[src/rtl/mf3x3_pkg.sv]
package mf3x3_pkg;

    localparam int PIX_W          = 8;
    localparam int CFG_W          = 12;
    localparam int CFG_IDX_W      = 2;

    localparam int MAX_WIDTH_DEF  = 2048;
    localparam int MAX_HEIGHT_DEF = 4095;

    localparam logic [CFG_W-1:0] WIDTH_RST  = 12'd640;
    localparam logic [CFG_W-1:0] HEIGHT_RST = 12'd480;

    // Configuration register indexes.
    localparam logic [CFG_IDX_W-1:0] CFG_IMAGE_WIDTH  = 2'd0;
    localparam logic [CFG_IDX_W-1:0] CFG_IMAGE_HEIGHT = 2'd1;

    typedef logic [PIX_W-1:0] t_pix;

    // One column of the 3x3 window: top is two rows up, bot is the newest row.
    typedef struct packed {
        t_pix bot;
        t_pix mid;
        t_pix top;
    } t_wcol;

    // Index 0 is the oldest column, index 2 the newest.
    typedef t_wcol [2:0] t_win;

    // Edge replication choice for one result.
    typedef struct packed {
        logic row_last;
        logic col_last;
    } t_msel;

endpackage

[src/rtl/mf3x3_median.sv]
module mf3x3_median (
    input  mf3x3_pkg::t_win  i_win,
    input  mf3x3_pkg::t_msel i_sel,
    output mf3x3_pkg::t_pix  o_median
);

    import mf3x3_pkg::*;

    t_pix s [9];

    // Tap k of three, with the last tap repeated at the bottom or right edge.
    function automatic logic [1:0] tap_idx(input logic [1:0] k, input logic last);
        logic [1:0] idx;
        idx = k;
        if (last) begin
            idx = (k == 2'd0) ? 2'd1 : 2'd2;
        end
        return idx;
    endfunction

    function automatic t_pix pick(input t_wcol col, input logic [1:0] idx);
        t_pix v;
        unique case (idx)
            2'd0:    v = col.top;
            2'd1:    v = col.mid;
            default: v = col.bot;
        endcase
        return v;
    endfunction

    // Compare and exchange: the smaller value goes to the first place.
    function automatic logic [2*PIX_W-1:0] cas(input t_pix a, input t_pix b);
        return (a > b) ? {b, a} : {a, b};
    endfunction

    always_comb begin
        for (int i = 0; i < 3; i++) begin
            for (int j = 0; j < 3; j++) begin
                s[i*3+j] = pick(i_win[tap_idx(2'(j), i_sel.col_last)],
                                tap_idx(2'(i), i_sel.row_last));
            end
        end

        // Nineteen-exchange median network; the middle value ends in place four.
        {s[1], s[2]} = cas(s[1], s[2]);
        {s[4], s[5]} = cas(s[4], s[5]);
        {s[7], s[8]} = cas(s[7], s[8]);
        {s[0], s[1]} = cas(s[0], s[1]);
        {s[3], s[4]} = cas(s[3], s[4]);
        {s[6], s[7]} = cas(s[6], s[7]);
        {s[1], s[2]} = cas(s[1], s[2]);
        {s[4], s[5]} = cas(s[4], s[5]);
        {s[7], s[8]} = cas(s[7], s[8]);
        {s[0], s[3]} = cas(s[0], s[3]);
        {s[5], s[8]} = cas(s[5], s[8]);
        {s[4], s[7]} = cas(s[4], s[7]);
        {s[3], s[6]} = cas(s[3], s[6]);
        {s[1], s[4]} = cas(s[1], s[4]);
        {s[2], s[5]} = cas(s[2], s[5]);
        {s[4], s[7]} = cas(s[4], s[7]);
        {s[4], s[2]} = cas(s[4], s[2]);
        {s[6], s[4]} = cas(s[6], s[4]);
        {s[4], s[2]} = cas(s[4], s[2]);
        o_median = s[4];
    end

endmodule

[config.mk]
export PLATFORM = sky130hd
export DESIGN_NAME = mf3x3_median
export DESIGN_NICKNAME = d
export VERILOG_FILES = /design/src/rtl/mf3x3_pkg.sv /design/src/rtl/mf3x3_median.sv
export SDC_FILE = /design/constraint.sdc
export NUM_CORES = 1
export LEC_CHECK = 0
export ABC_AREA = 0
export BUFFER_PORTS_ARGS = -buffer_cell sky130_fd_sc_hd__buf_4
export CELL_PAD_IN_SITES_DETAIL_PLACEMENT = 1
export CELL_PAD_IN_SITES_GLOBAL_PLACEMENT = 2
export CORE_MARGIN = 1.5
export CORE_UTILIZATION = 39
export DETAILED_ROUTE_END_ITERATION = 8
export PLACE_DENSITY = 0.95
export SETUP_SLACK_MARGIN = 0.05
export SYNTH_ARGS = -nofsm -noshare
export SYNTH_HDL_FRONTEND = slang
export SYNTH_SLANG_ARGS = --single-unit
export TNS_END_PERCENT = 50
[constraint.sdc]
create_clock -name vclk -period 40.8
set_clock_uncertainty 0.2 [all_clocks]
set_input_delay 2.04 -clock vclk [all_inputs]
set_output_delay 2.04 -clock vclk [all_outputs]
set_load 0.02 [all_outputs]
== Word level (Yosys, flattened, before mapping) ==
Cells that the tools add are included.

* Bits in registers: 0
* Word-level logic and storage cells: 58

* Mux-type cells: 33
* Eq/ne operators: 2
* Reductions and logical operators: 2
* Magnitude comparators: 21

{| class="wikitable"
|+ Operators with widths
! kind !! number
|-
| two-way mux 16 bit || 15
|-
| > comparator 8 bit || 19
|-
| binary-select mux 24 bit (select 2 bit) || 2
|-
| case mux 8 bit (2 select lines) || 6
|-
| two-way mux 24 bit || 2
|-
| two-way mux 8 bit || 4
|-
| < comparator 2 x 3 -> 1 bit, second input constant || 2
|-
| == test 2 x 1 -> 1 bit, second input constant || 2
|-
| logical NOT 2 bit || 2
|-
| two-way mux 2 bit || 2
|-
| two-way mux 1 bit || 2
|}

== Depth between registers and ports, before layout ==
* Depth in word-level cells: 22
* Depth in mapped cells: 100

== Worst setup path after synthesis ==
Ideal clock, no wire load.

* Path kind: input to output
* Start point: in i_sel[0] (netlist bit)
* End point: out o_median[4]
* Path slack: 19.370 ns
* Arrival: 19.190 ns
* Stages on the path: 93
* Cell sequence: buf_2 -> buf_2 -> mux2_2 -> ha_1 -> o21ai_0 -> a21oi_1 -> o21ai_0 -> a21oi_2 -> clkbuf_1 -> mux2i_1 -> ha_1 -> a21oi_1 -> nor2_1 -> a211oi_1 -> o21ai_1 -> a41o_1 -> buf_2 -> nand2_1 -> (+57 left out) -> o2bb2ai_1 -> a311oi_2 -> o2bb2ai_2 -> buf_2 -> buf_2 -> nor2_1 -> a21oi_1 -> ha_1 -> o21a_1 -> o21a_1 -> o21ai_0 -> a21oi_1 -> a211oi_1 -> a21oi_1 -> clkbuf_1 -> nand2_1 -> o22ai_1 -> or4_1

* Longest elaborated chain between the ends: 22

{| class="wikitable"
|+ RTL lines
! element !! line !! source
|-
| from (decl) || mf3x3_median.sv:3 || <nowiki>input mf3x3_pkg::t_msel i_sel,</nowiki>
|-
| two-way mux 2 bit || mf3x3_median.sv:15 || <nowiki>if (last) begin</nowiki>
|-
| binary-select mux 24 bit (select 2 bit) || mf3x3_median.sv:39 || <nowiki>s[i*3+j] = pick(i_win[tap_idx(2'(j), i_sel.col_last)],</nowiki>
|-
| two-way mux 24 bit (implied by the code) || mf3x3_median.sv:39 ||
|-
| case mux 8 bit (2 select lines) || mf3x3_median.sv:23 || <nowiki>unique case (idx)</nowiki>
|-
| > comparator 8 bit || mf3x3_median.sv:33 || <nowiki>return (a > b) ? {b, a} : {a, b};</nowiki>
|-
| two-way mux 16 bit || mf3x3_median.sv:33 ||
|-
| > comparator 8 bit || mf3x3_median.sv:33 ||
|-
| two-way mux 16 bit || mf3x3_median.sv:33 ||
|-
| (+6 left out) || -- ||
|-
| > comparator 8 bit || mf3x3_median.sv:33 ||
|-
| two-way mux 16 bit || mf3x3_median.sv:33 ||
|-
| > comparator 8 bit || mf3x3_median.sv:33 ||
|-
| two-way mux 16 bit || mf3x3_median.sv:33 ||
|-
| > comparator 8 bit || mf3x3_median.sv:33 ||
|-
| two-way mux 8 bit || mf3x3_median.sv:33 ||
|-
| > comparator 8 bit || mf3x3_median.sv:33 ||
|-
| two-way mux 16 bit * || mf3x3_median.sv:33 ||
|-
| to (decl) || mf3x3_median.sv:4 || <nowiki>output mf3x3_pkg::t_pix o_median</nowiki>
|}

Mark *: on every way between the ends. The rest lies on a longest branch, timed or not. The select of a mux whose other input is x is not followed.

== Final worst setup path ==
Ends and elaborated chain as after synthesis.

==> out/results.txt <==
Outcome = finished, final reports clean
Pin count of the biggest net entering global routing = 66
Classification of the worst-slack hold path = primary input to output pin
Remaining routing DRC violations = 0
Routability Congestion = 0.993
Post-DP HPWL = 28700 um
Width of the die = 151 um
Endpoints failing hold = 0
Crit path time final = 26.17 ns
Cells after synthesis = 1233
Family with the most delay on the worst path = compound AO/OA/AOI/OAI gates
Top cell type by total area after synthesis = sky130_fd_sc_hd__ha_1
Data arrival time at the worst-slack endpoint = 23.93 ns
Overall die area = 0.0227 mm2
Total stage count of the critical path = 84
FMAX = 38.2 MHz
Final net count = 1487
Number of hold buffers added after CTS = 0
Post-Syn Nets = 1456
Syn-to-layout area delta = 8.58%
Worst path setup slack after routing = 14.63 ns
Sequential cell area fraction in the yosys report = 0%
ANT cells = 0
Via count of the first global-routing pass = 9563
Max-slew violation count = 0
DRC violation total after the first TritonRoute iteration = 646
Remaining number of nets flagged by the antenna check after routing = 0
Normalized max-slew margin = 19.2%
CP Capture Type = output pin
Number of I/O port buffers = 82
Placement Cell Area = 0.00923 mm2
Post-detailed-route wirelength per cell = 21.9 um
Number of detailed-routing iterations run before antenna repair = 5
Final cell area excluding filler cells = 0.00923 mm2
Synth top area share = 21.9%
Worst endpoint required time = 38.56 ns
Fin Setup TNS = 0 ns
Combined flip-flop and latch cell area = 0 um2
Core footprint = 0.0212 mm2
Detail Route met3 WL = 1670 um
Post-route fraction of the period consumed by the critical path = 64.2%
Sum of overflow across all layers after global routing = 0
Cell with the most instances after synthesis = sky130_fd_sc_hd__ha_1
Max-cap viol count = 0
Number of distinct library cell variants in the gate-level netlist after synthesis = 91
Number of antenna violations at the first check in global routing = 0
Tot GR Track Use = 29.6%
Warnings, synthesis = 0
Final-layout clock buffer total = 0
Critical path fanouts, max = 65
Starting density of the core = 40.0%
Kind of critical path = primary input to output pin
Cell type of the slowest stage on the worst timing path = sky130_fd_sc_hd__nor3_2
CP dominant cell by count = sky130_fd_sc_hd__ha_1
Via-to-Cell Ratio = 6.27
Routed WL = 33700 um
Site row count = 53
Mean Syn Cell Area = 6.89 um2
RSZ-0062 raised after global routing = false
Worst setup endpoint = o_median[4]
Share of cells above drive strength 1 = 14.2%
Number of top-level pins = 82
Global-route wire length before repair = 52700 um
Startpoint of the most critical setup path = i_sel[0]
Vias post-DR = 9630
Synth top area cells = sky130_fd_sc_hd__ha_1 (22%), sky130_fd_sc_hd__mux2i_1 (10%), sky130_fd_sc_hd__a21oi_1 (6.5%)
Routed length on met1 = 15700 um
Height of the die = 151 um
Number of gates resized after CTS = 0
Final setup violation count = 0
Most numerous cell types in the synthesized netlist = sky130_fd_sc_hd__ha_1 (149), sky130_fd_sc_hd__nand2_1 (135), sky130_fd_sc_hd__a21oi_1 (111)
Met2 layer wire length in the routed design = 15700 um
Setup repair bufs after CTS = 0
Buffers and inverters on the worst path = 5
Crit-path max cell delay = 0.86 ns
Sequential cells = 0
Worst Max-Slew Pin Slew = 1.21 ns
Critical Path Start Type = primary input
Cell area after synthesis = 0.00850 mm2
Highest routing layer actually used = met4
Post-place setup slack = 15.00 ns
==> routing by layer <==
layer | vias up | global-route usage, %
met5 | - | 0
met4 | 0 | 4.85
met3 | 42 | 2.03
met2 | 253 | 51.4
met1 | 4704 | 40.5
li1 | 4631 | -
==> kinds of logic after synthesis <==
kind of cell	Yosys count	synth area share (%)
compound gates	417	32.8
mux	129	16.3
buf+inv	146	7.16
simple gates	392	21.8
fa+ha+maj	149	21.9
==> layout make-up <==
cell class | instances | area (um2)
fill | 2808 | 12000
inverter | 88 | 330
timing repair buffer | 87 | 653
tap | 275 | 344
multi-input combinational | 1087 | 7900
==> metrics by stage <==
stage	std cells	utilization, %	hold slack, ns
floorplan	1233	-	4.60
finish	1537	43.5	5.07
CTS	1537	43.5	5.06
detailed placement	1537	43.5	5.05
global route	1537	43.5	5.13
global placement	1537	43.5	5.05
==> worst min-delay path by stage <==
stage                  end      start  depth (start not counted)  slack (ns)
2_1_floorplan  o_median[5]  i_win[69]                          4        4.60
3_5_place_dp   o_median[4]  i_win[20]                          8        5.05
6_report       o_median[6]  i_win[22]                          7        5.07
5_1_grt        o_median[6]  i_win[22]                          7        5.13
4_1_cts        o_median[4]  i_win[20]                          8        5.06
3_3_place_gp   o_median[7]  i_win[71]                         11        5.05
==> placed cells by master (no fill, tap or decap), types with 7 or more instances in the layout <==
master                       n
sky130_fd_sc_hd__nand2_1   135
sky130_fd_sc_hd__ha_1      149
sky130_fd_sc_hd__nor2b_1    18
sky130_fd_sc_hd__o21a_1     32
sky130_fd_sc_hd__mux2i_1    85
sky130_fd_sc_hd__nor3_1     18
sky130_fd_sc_hd__nor2_1    103
sky130_fd_sc_hd__buf_4      87
sky130_fd_sc_hd__a221oi_1    9
sky130_fd_sc_hd__nand3_1    42
sky130_fd_sc_hd__and3_1      8
sky130_fd_sc_hd__inv_1      85
sky130_fd_sc_hd__or2_2       7
sky130_fd_sc_hd__and2_1     11
sky130_fd_sc_hd__o21ai_0   100
sky130_fd_sc_hd__a21o_1     35
sky130_fd_sc_hd__a21oi_1   111
sky130_fd_sc_hd__nand4_1    20
sky130_fd_sc_hd__o21ai_1    11
sky130_fd_sc_hd__a31oi_1    10
sky130_fd_sc_hd__o211ai_1   13
sky130_fd_sc_hd__a211oi_1   10
sky130_fd_sc_hd__mux2_2     37
Power is left out: the tool's default activity adds up to more than one toggle a clock period on the data nets, which glitch-free logic cannot reach.
